==> src/rtl/gccc_pkg.sv <==
// Shared types, constants and a helper function of the connected component counter.
package gccc_pkg;

	localparam int MAX_V = 64;
	localparam int VW = $clog2(MAX_V);
	localparam int CNT_W = $clog2(MAX_V + 1);
	localparam int EDGE_W = 16;
	localparam int CFG_IDX_W = 1;
	localparam int CFG_DATA_W = 7;

	localparam logic [CFG_IDX_W-1:0] REG_VERTEX_COUNT = 1'b0;
	localparam logic [CFG_IDX_W-1:0] REG_DIRECTED_MODE = 1'b1;

	localparam logic OP_INSERT = 1'b0;
	localparam logic OP_COUNT = 1'b1;

	typedef struct packed {
		logic load;
		logic check;
		logic adj_rd_dst;
		logic adj_wr_src;
		logic adj_wr_dst;
		logic cnt_init;
		logic root;
		logic pop;
		logic row_rd;
		logic row_get;
		logic push;
	} gccc_cmd_t;

	typedef struct packed {
		logic range_err;
		logic directed;
		logic cand_zero;
		logic depth_zero;
		logic pend_zero;
	} gccc_status_t;

	function automatic logic [VW-1:0] first_set(input logic [MAX_V-1:0] m);
		logic [VW-1:0] r;
		r = '0;
		for (int i = MAX_V - 1; i >= 0; i--) begin
			if (m[i]) begin
				r = VW'(i);
			end
		end
		return r;
	endfunction

endpackage

==> src/rtl/gccc_ctrl.sv <==
// Controller state machine that sequences edge inserts and the depth-first search.
module gccc_ctrl (
	input  logic                   clk,
	input  logic                   arst_n,
	input  logic                   start,
	input  logic                   opcode,
	input  gccc_pkg::gccc_status_t status,
	output gccc_pkg::gccc_cmd_t    cmd,
	output logic                   busy,
	output logic                   done
);

	typedef enum logic [11:0] {
		S_IDLE    = 12'b000000000001,
		S_I_CHECK = 12'b000000000010,
		S_I_WR1   = 12'b000000000100,
		S_I_RD2   = 12'b000000001000,
		S_I_WR2   = 12'b000000010000,
		S_C_INIT  = 12'b000000100000,
		S_C_ROOT  = 12'b000001000000,
		S_C_POP   = 12'b000010000000,
		S_C_ROWRD = 12'b000100000000,
		S_C_ROWGT = 12'b001000000000,
		S_C_PUSH  = 12'b010000000000,
		S_RESULT  = 12'b100000000000
	} state_t;

	state_t state_q;
	state_t state_d;

	always_comb begin
		state_d = state_q;
		cmd = '0;
		unique case (state_q)
			S_IDLE: begin
				if (start) begin
					cmd.load = 1'b1;
					state_d = (opcode == gccc_pkg::OP_INSERT) ? S_I_CHECK : S_C_INIT;
				end
			end
			S_I_CHECK: begin
				cmd.check = 1'b1;
				state_d = status.range_err ? S_RESULT : S_I_WR1;
			end
			S_I_WR1: begin
				cmd.adj_wr_src = 1'b1;
				state_d = status.directed ? S_RESULT : S_I_RD2;
			end
			S_I_RD2: begin
				cmd.adj_rd_dst = 1'b1;
				state_d = S_I_WR2;
			end
			S_I_WR2: begin
				cmd.adj_wr_dst = 1'b1;
				state_d = S_RESULT;
			end
			S_C_INIT: begin
				cmd.cnt_init = 1'b1;
				state_d = S_C_ROOT;
			end
			S_C_ROOT: begin
				if (status.cand_zero) begin
					state_d = S_RESULT;
				end else begin
					cmd.root = 1'b1;
					state_d = S_C_POP;
				end
			end
			S_C_POP: begin
				if (status.depth_zero) begin
					state_d = S_C_ROOT;
				end else begin
					cmd.pop = 1'b1;
					state_d = S_C_ROWRD;
				end
			end
			S_C_ROWRD: begin
				cmd.row_rd = 1'b1;
				state_d = S_C_ROWGT;
			end
			S_C_ROWGT: begin
				cmd.row_get = 1'b1;
				state_d = S_C_PUSH;
			end
			S_C_PUSH: begin
				if (status.pend_zero) begin
					state_d = S_C_POP;
				end else begin
					cmd.push = 1'b1;
				end
			end
			S_RESULT: begin
				state_d = S_IDLE;
			end
			default: begin
				state_d = S_IDLE;
			end
		endcase
	end

	always_ff @(posedge clk or negedge arst_n) begin
		if (!arst_n) begin
			state_q <= S_IDLE;
		end else begin
			state_q <= state_d;
		end
	end

	assign busy = state_q != S_IDLE;
	assign done = state_q == S_RESULT;

	a_done_then_idle: assert property (@(posedge clk) disable iff (!arst_n)
		done |=> !busy)
		else $error("Controller did not return to idle after a result.");

	a_start_leaves_idle: assert property (@(posedge clk) disable iff (!arst_n)
		(start && !busy) |=> busy)
		else $error("Accepted command did not make the block busy.");

	a_insert_check_first: assert property (@(posedge clk) disable iff (!arst_n)
		(start && !busy && opcode == gccc_pkg::OP_INSERT) |=> state_q == S_I_CHECK)
		else $error("Insert did not begin with the range check.");

endmodule

==> config.mk <==
export PLATFORM = sky130hd
export DESIGN_NAME = gccc_ctrl
export DESIGN_NICKNAME = d
export VERILOG_FILES = /design/src/rtl/gccc_pkg.sv /design/src/rtl/gccc_ctrl.sv
export SDC_FILE = /design/constraint.sdc
export NUM_CORES = 1
export LEC_CHECK = 0
export BUFFER_PORTS_ARGS = -buffer_cell sky130_fd_sc_hd__buf_2
export CAP_MARGIN = 20
export CORE_MARGIN = 2
export CORE_UTILIZATION = 30
export DETAILED_ROUTE_END_ITERATION = 10
export PLACE_DENSITY_LB_ADDON = 0.25
export SETUP_SLACK_MARGIN = 0.15
export SLEW_MARGIN = 10
export SYNTH_ARGS = -nofsm -noshare
export SYNTH_HDL_FRONTEND = slang
export SYNTH_SLANG_ARGS = --single-unit
==> constraint.sdc <==
create_clock -name clk -period 2.75 [get_ports clk]
set_input_delay 0 -clock clk [delete_from_list [all_inputs] [get_ports clk]]
set_output_delay 0 -clock clk [all_outputs]
set_load 0.01 [all_outputs]
==> impl_summary.log, run 1 <==
[metrics] result of the run: finished clean
[metrics] relative contribution of combinational cells to total power: 0.433
[metrics] slew at the pin closest to its max-slew limit: 0.692 ns
[metrics] leading cell types by total area after synthesis: dfrtp_1 34%, and4_1 5.5%, nor3_1 3.7%
[metrics] Filler Cells Inserted: 254
[metrics] FFs w/ async S/R, synth: 1.00
[metrics] leading cell type in the layout, fill and taps excluded: buf_2
[metrics] clock buffers created by TritonCTS: 3
[metrics] final hold viol count: 0
[metrics] Critical R2R Launch: state_q[9]
[metrics] hpwl dp: 1.45 mm
[metrics] routed wirelength normalized by instance count: 13.8 um
[metrics] register with the most flip-flops: state_q
[metrics] element type at the critical path end: output port
[metrics] end of the worst register-to-register path: state_q[0]
[metrics] area occupied by multi-input gates: 467 um2
[metrics] ratio of routed vias to standard cells: 5.46
[metrics] clock-pin slew of the registers on the worst-case setup and hold paths: 0.07 ns
[metrics] number of iterations in the first detailed-routing pass: 4
[metrics] clock tree from TritonCTS: built
[metrics] Clock Tree Root: clkbuf_4
[metrics] Syn Inst Count: 80
[metrics] number of buffers added on ports: 21
[metrics] crit-path leading delay family: simple AND/OR/NAND/NOR gates
[metrics] library cell occupying the most area in the post-synthesis netlist: dfrtp_1
[metrics] largest net degree at the start of global routing: 13
[metrics] critical-path maximum fanout: 8
[metrics] starting density of the core: 0.321
[metrics] via count of the routed design: 743
[metrics] slowest stage cell on the critical path: nor4_1
[metrics] Setup crit start: state_q[9]
[metrics] reported leakage power: 0.000481 uW
[metrics] registers with the most flip-flops: state_q (12)
[metrics] number of resized instances in the post-cts repair step: 0
[metrics] vertical die dimension: 55.7 um
[metrics] R2R depth: 4
[metrics] antenna violations before repair: 0
[metrics] aggregate negative setup slack: 0 ns
[metrics] post-place instance area: 915 um2
[metrics] Worst Setup Start Kind: flop
[metrics] stages on the worst setup path: 4
[metrics] Period Utilization, post-route: 0.716
[metrics] sequential share of the synthesized area: 0.375
[metrics] Min Clock Period, post-route: 1.97 ns
[metrics] number of distinct library cells after synthesis: 39
[metrics] Detailed Route WL: 1.87 mm
[metrics] Core Rows: 18
[metrics] commonest cells after routing, fill and taps aside: 21 x buf_2, 11 x dfrtp_1, 6 x nor3_1, 6 x nor2_1
[metrics] IO Count: 22
[metrics] worst clock skew: 0.00357 ns
[metrics] mean cell area of the mapped netlist: 10.0 um2
[metrics] share of total power in sequential cells: 0.381
[metrics] flip-flop count of the largest register after layout: 12
[metrics] Worst Path Buf+Inv: 1
[metrics] number of global-route vias before repair: 705
[metrics] Synth Net Count: 89
[metrics] Sequential Area: 302 um2
[metrics] number of flip-flops and latches in the synthesized netlist: 12
[metrics] Setup Fix Bufs, Post-CTS: 0
[metrics] routability-driven placement congestion ratio: 0.744
[metrics] cell internal pwr: 378 uW
[metrics] Fmax achieved: 508 MHz
[metrics] Std-Cell Core Area: 2500 um2
[metrics] Psw: 252 uW
[metrics] synthesized cell area: 803 um2
[metrics] share of Yosys cell area claimed by the top area cell type: 0.343
[metrics] final antenna-violating net count: 0
[metrics] Worst slew margin: 0.535
[metrics] level count of the clock H-tree: 1
[metrics] setup repair after global routing missed its margin: false
[metrics] reg-to-reg slack, setup: 0.99 ns
[metrics] chain of cells forming the critical path: nor4_1 -> nand2_2 -> nor3_2 -> buf_2
[metrics] CP endpoint: cmd[4]
[metrics] final count of negative-setup-slack endpoints: 0
[metrics] Tightest Hold Check Type: input port to flop
[metrics] remaining design rule violation count: 0
[metrics] required time reported for the critical path endpoint: 2.75 ns
[metrics] number of pins exceeding their max-slew limit in the final report: 0
[metrics] max-capacitance violation count: 0
[metrics] number of clock sinks: 12
[metrics] area of all placed cells without fillers: 991 um2
[metrics] Clock Tree Buf Depth: 2
[metrics] clock insertion delay at the later pin of the skew report: 0.28 ns
[metrics] overall die area: 3110 um2
[metrics] overall power consumption: 631 uW
[metrics] leading register cell type out of synthesis: dfrtp_1
[metrics] grt ovf: 0
[metrics] Yosys Warn Count: 0
[metrics] switching power as a share of total power: 0.400
[metrics] hold path startpoint: status[0]
[metrics] proportion of layout cells with a drive suffix above 1: 0.358
[metrics] Setup Crit Path Kind: flop to output port
[metrics] power share of the clock group: 0.187
[metrics] worst supply voltage drop on vdd: 347 uV
[metrics] pwr/cell area: 636 nW/um2
[metrics] nets@finish: 116
[metrics] EDFF count, synth: 0
[metrics] wire length of the first global-routing pass: 3.28 mm
[metrics] largest stage delay on the critical path: 0.65 ns
[metrics] x dimension of the die: 55.7 um
[metrics] area added between synthesis and finish: 23.4%
[metrics] Iter 0 DRT Violations: 14
[metrics] global-route total usage across every layer: 0.135
[metrics] final antenna diode count: 0
[metrics] worst path arrival time: 1.97 ns
[cell usage after synthesis, types with 2 or more instances]
library cell   n
or4_4          2
nand2_1        3
o31ai_1        2
nor4_1         3
and3_1         2
nor4b_1        2
nor2_1         6
o21ai_0        2
xor2_1         2
and4_1         5
nand3b_1       3
dfrtp_1       11
nor2b_1        2
nor3_1         6
mux2_2         2
a21oi_1        2
a211oi_1       2
buf_6          2
[worst min-delay path, delay by kind of cell]
kind                   cells  cell delay (ns)
AND/OR/NAND/NOR            1             0.08
buffers and inverters      1             0.10
AO/OA/AOI/OAI              1             0.06
[power by group through the flow]
stage	sequential, uW	clock, uW	combinational (uW)
4_1_cts	240	121	276
2_1_floorplan	228	0	208
5_1_grt	248	129	309
3_3_place_gp	243	0	268
6_report	240	118	273
3_5_place_dp	243	0	269
[how the worst min path moves through the flow]
stage                  end  depth (start not counted)
6_report        state_q[7]                          3
5_1_grt         state_q[7]                          3
4_1_cts         state_q[7]                          3
3_5_place_dp    state_q[7]                          1
3_3_place_gp    state_q[7]                          1
2_1_floorplan  state_q[10]                          0
[routing by layer]
metal,global-route usage,wire length (um),up-vias
met1,0.167,804,352
li1,-,-,367
met2,0.224,947,20
met3,0.0279,83,4
met4,0.0627,35,0
met5,0,0,-
[repair_timing]
item                                    CTS  global route
endpoints found under the hold margin    18             0
hold buffers                              5             0
endpoints found under the setup margin    0             0
[cells by family (layout without fill, tap and decap cells)]
family                 after synthesis  count (layout)  synth area share
multiplexers                         2               2            0.0280
AO/OA/AOI/OAI                       13              13             0.125
buffers and inverters                5              31            0.0436
XOR/XNOR                             2               2            0.0218
flip-flops                          12              12             0.375
AND/OR/NAND/NOR                     46              46             0.407
[cell type report]
class,instances,share of cell area
well taps,30,0.0379
inverters,1,0.00379
multi-input cells,63,0.471
clock buffers,4,0.0265
flip-flops and latches,12,0.304
repair buffers,26,0.157
[stage by stage]
step                instances  hold slack (ns)  utilization  worst slack [ns]
floorplan                  80           -0.296            -              1.18
global placement          127           -0.100        0.366              1.09
detailed placement        127          -0.0997        0.366             0.996
CTS                       136          0.00532        0.396             0.775
global route              136           0.0235        0.396             0.515
finish                    136          0.00598        0.396             0.780
No activity file was read; power rests on OpenSTA's default activity.
==> run 2: changes to the inputs <==
==> constraint.sdc (replaced) <==
create_clock -name clk -period 1.6 [get_ports clk]
set_input_delay 0 -clock clk [delete_from_list [all_inputs] [get_ports clk]]
set_output_delay 0 -clock clk [all_outputs]
set_load 0.01 [all_outputs]
==> run 2 against run 1 <==
- the flow now finishes with violations (negative setup slack)
- combinational power rose to 3.2 times the previous value
- sequential power rose by 63%
- worst setup slack got worse by 0.91 ns
- cell count rose by 21%
- clock power rose by 100%
- sequential share of layout area fell by 8.0 points
- critical endpoint is now cmd[8]
- largest power group unchanged
- highest routed layer unchanged
==> impl_summary.log, run 2 (synthesis gave the netlist of run 1 again) <==
[metrics] Fmax achieved: 577 MHz
[metrics] via count of the routed design: 839 (was 743)
[metrics] routability-driven placement congestion ratio: 0.792 (was 0.744)
[metrics] met2 Usage GRT: 0.253 (was 0.224)
[metrics] R2R depth: 5 (was 4)
[metrics] Period Utilization, post-route: 1.08
[metrics] area added between synthesis and finish: 71.2% (was 23.4%)
[metrics] slowest stage cell on the critical path: or4_4 (was nor4_1)
[metrics] max-capacitance violation count: 0 (unchanged)
[metrics] Hold Crit Depth: 3 (unchanged)
[metrics] met3 track utilization from global routing: 0.0581 (was 0.0279)
[metrics] global-route total usage across every layer: 0.157 (was 0.135)
[metrics] register with the most flip-flops: state_q (unchanged)
[metrics] Worst Setup Start Kind: flop (unchanged)
[metrics] Min Clock Period, post-route: 1.73 ns
[metrics] reported leakage power: 0.000667 uW (was 0.000481 uW)
[metrics] number of clock sinks: 12 (unchanged)
[metrics] x dimension of the die: 55.7 um (unchanged)
[metrics] wire length of the first global-routing pass: 3.82 mm (was 3.28 mm)
[metrics] Iter 0 DRT Violations: 16 (was 14)
[metrics] reg-to-reg slack, setup: -0.03 ns (was 0.99 ns)
[metrics] routed wirelength normalized by instance count: 14.5 um (was 13.8 um)
[metrics] met1 Use GR: 0.204 (was 0.167)
[metrics] Worst Setup Slack, final: -0.134 ns (was 0.780 ns)
[metrics] clock buffers created by TritonCTS: 3 (unchanged)
[metrics] commonest cells after routing, fill and taps aside: 25 x buf_4, 19 x buf_2, 6 x dfrtp_1 (was 21 x buf_2, 11 x dfrtp_1, 6 x nor3_1, 6 x nor2_1)
[metrics] starting density of the core: 0.321 (unchanged)
[metrics] required time reported for the critical path endpoint: 1.60 ns (was 2.75 ns)
[metrics] end of the worst register-to-register path: state_q[0] (unchanged)
[metrics] chain of cells forming the critical path: or4_4 -> buf_4 -> nor3_2 -> buf_2 (was nor4_1 -> nand2_2 -> nor3_2 -> buf_2)
[metrics] number of pins exceeding their max-slew limit in the final report: 0 (unchanged)
[metrics] result of the run: finished with violations (was finished clean)
[metrics] remaining design rule violation count: 0 (unchanged)
[metrics] Clock Tree Root: clkbuf_4 (unchanged)
[metrics] level count of the clock H-tree: 1 (unchanged)
[metrics] Filler Cells Inserted: 226 (was 254)
[metrics] clock insertion delay at the later pin of the skew report: 0.27 ns (was 0.28 ns)
[metrics] Std-Cell Core Area: 2500 um2 (unchanged)
[metrics] worst slack on hold paths: 0.0197 ns (was 0.00598 ns)
[metrics] final antenna-violating net count: 0 (unchanged)
[metrics] hold path startpoint: status[1] (was status[0])
[metrics] DP Cell Count: 140 (was 127)
[metrics] Setup Crit Path Kind: flop to output port (unchanged)
[metrics] most congested layer reported by global routing: met2 (unchanged)
[metrics] ratio of routed vias to standard cells: 5.12 (was 5.46)
[metrics] clock-pin slew of the registers on the worst-case setup and hold paths: 0.07 ns (about the same)
[metrics] number of buffers added on ports: 21 (unchanged)
[metrics] leading cell type in the layout, fill and taps excluded: buf_4 (was buf_2)
[metrics] element type at the critical path end: output port (unchanged)
[metrics] violated checks: negative setup slack
[metrics] vertical die dimension: 55.7 um (unchanged)
[metrics] critical-path maximum fanout: 3 (was 8)
[metrics] Tightest Hold Check Type: input port to flop (unchanged)
[metrics] largest stage delay on the critical path: 0.58 ns (was 0.65 ns)
[metrics] IO Count: 22 (unchanged)
[metrics] Sequential Area: 308 um2 (was 302 um2)
[metrics] area occupied by multi-input gates: 601 um2 (was 467 um2)
[metrics] number of iterations in the first detailed-routing pass: 4 (unchanged)
[metrics] largest net degree at the start of global routing: 13 (unchanged)
[metrics] worst clock skew: 0.000449 ns (was 0.00357 ns)
[metrics] final hold viol count: 0 (unchanged)
[metrics] worst supply voltage drop on vdd: 907 uV (was 347 uV)
[metrics] worst path arrival time: 1.73 ns (was 1.97 ns)
[metrics] hpwl dp: 1.56 mm (was 1.45 mm)
[metrics] grt ovf: 0 (unchanged)
[metrics] registers with the most flip-flops: state_q (12) (unchanged)
[metrics] Finished Layout Cells: 164 (was 136)
[metrics] Core Rows: 18 (unchanged)
[metrics] antenna violations before repair: 0 (unchanged)
[metrics] slew at the pin closest to its max-slew limit: 0.404 ns (was 0.692 ns)
[metrics] clock tree from TritonCTS: built (unchanged)
[metrics] Worst slew margin: 0.728 (was 0.535)
[metrics] setup repair after global routing missed its margin: true (was false)
[metrics] nets@finish: 144 (was 116)
[metrics] Critical R2R Launch: state_q[8] (was state_q[9])
[metrics] Clock Tree Buf Depth: 2 (unchanged)
[metrics] overall die area: 3110 um2 (unchanged)
[metrics] Detailed Route WL: 2.38 mm (was 1.87 mm)
[metrics] flip-flop count of the largest register after layout: 12 (unchanged)
[metrics] proportion of layout cells with a drive suffix above 1: 0.687 (was 0.358)
[metrics] Min-Delay Endpoint: state_q[8] (was state_q[7])
[metrics] number of global-route vias before repair: 826 (was 705)
[metrics] final count of negative-setup-slack endpoints: 11 (was 0)
[metrics] pwr/cell area: 1090 nW/um2 (was 636 nW/um2)
[metrics] final antenna diode count: 0 (unchanged)
## run 2: cell types whose count changed in the layout (fill, tap and decap cells not counted), sizes merged
cell / change
buf: +28
## run 2: layout make-up
| class | count | share of cell area |
|---|---|---|
| Inverter | 1 | 0.00273 |
| Multi-Input combinational cell | 63 | 0.437 |
| Clock buffer | 4 | 0.0264 |
| Tap cell | 30 | 0.0273 |
| Sequential cell | 12 | 0.224 |
| Timing Repair Buffer | 54 | 0.283 |
## run 2: worst max path at each step
stage / startpoint / endpoint / cells past startpoint
CTS: state_q[0] / cmd[10] / 4
detailed placement: state_q[5] / state_q[0] / 4
finish: state_q[8] / cmd[8] / 4
floorplan: state_q[9] / state_q[0] / 4
global placement: state_q[5] / state_q[7] / 4
global route: state_q[7] / cmd[0] / 5
## run 2: metrics by stage
step / TNS [ns] / utilization / cell area [um2] / power (uW) / setup slack [ns]
after floorplan: 0 / - / 810 / 750 / 0.0474
after global placement: -0.00708 / 0.407 / 1020 / 963 / -0.00708
after detailed placement: 0 / 0.407 / 1020 / 975 / 0.00696
after CTS: -1.09 / 0.505 / 1260 / 1380 / -0.158
after global routing: -2.47 / 0.550 / 1380 / 1610 / -0.226
final: -0.875 / 0.550 / 1380 / 1500 / -0.134
## run 2: where the power goes
| part | total [uW] | internal [uW] | switching [uW] |
|---|---|---|---|
| Clock | 240 | 138 | 101 |
| Sequential | 392 | 348 | 43.8 |
| Combinational | 870 | 451 | 419 |
## run 2: what timing repair did
item                                    in CTS  in global routing
resized for setup                           19                 16
pin swaps                                    9                  6
hold buffers                                 5                  0
endpoints found under the setup margin      19                 23
setup buffers                               10                  5
hold endpoints to repair                    18                  0
## run 2: critical path, delay by kind of cell, from the launching register on
kind | cells | cell delay [ns]
buffers and inverters | 2 | 0.32
AND/OR/NAND/NOR | 2 | 0.75
flip-flops | 1 | 0.39
## run 2: layer usage
layer / up-vias / routed length, um
met5: - / 0
met4: 0 / 13
met3: 2 / 111
met2: 17 / 1180
met1: 408 / 1080
li1: 412 / -
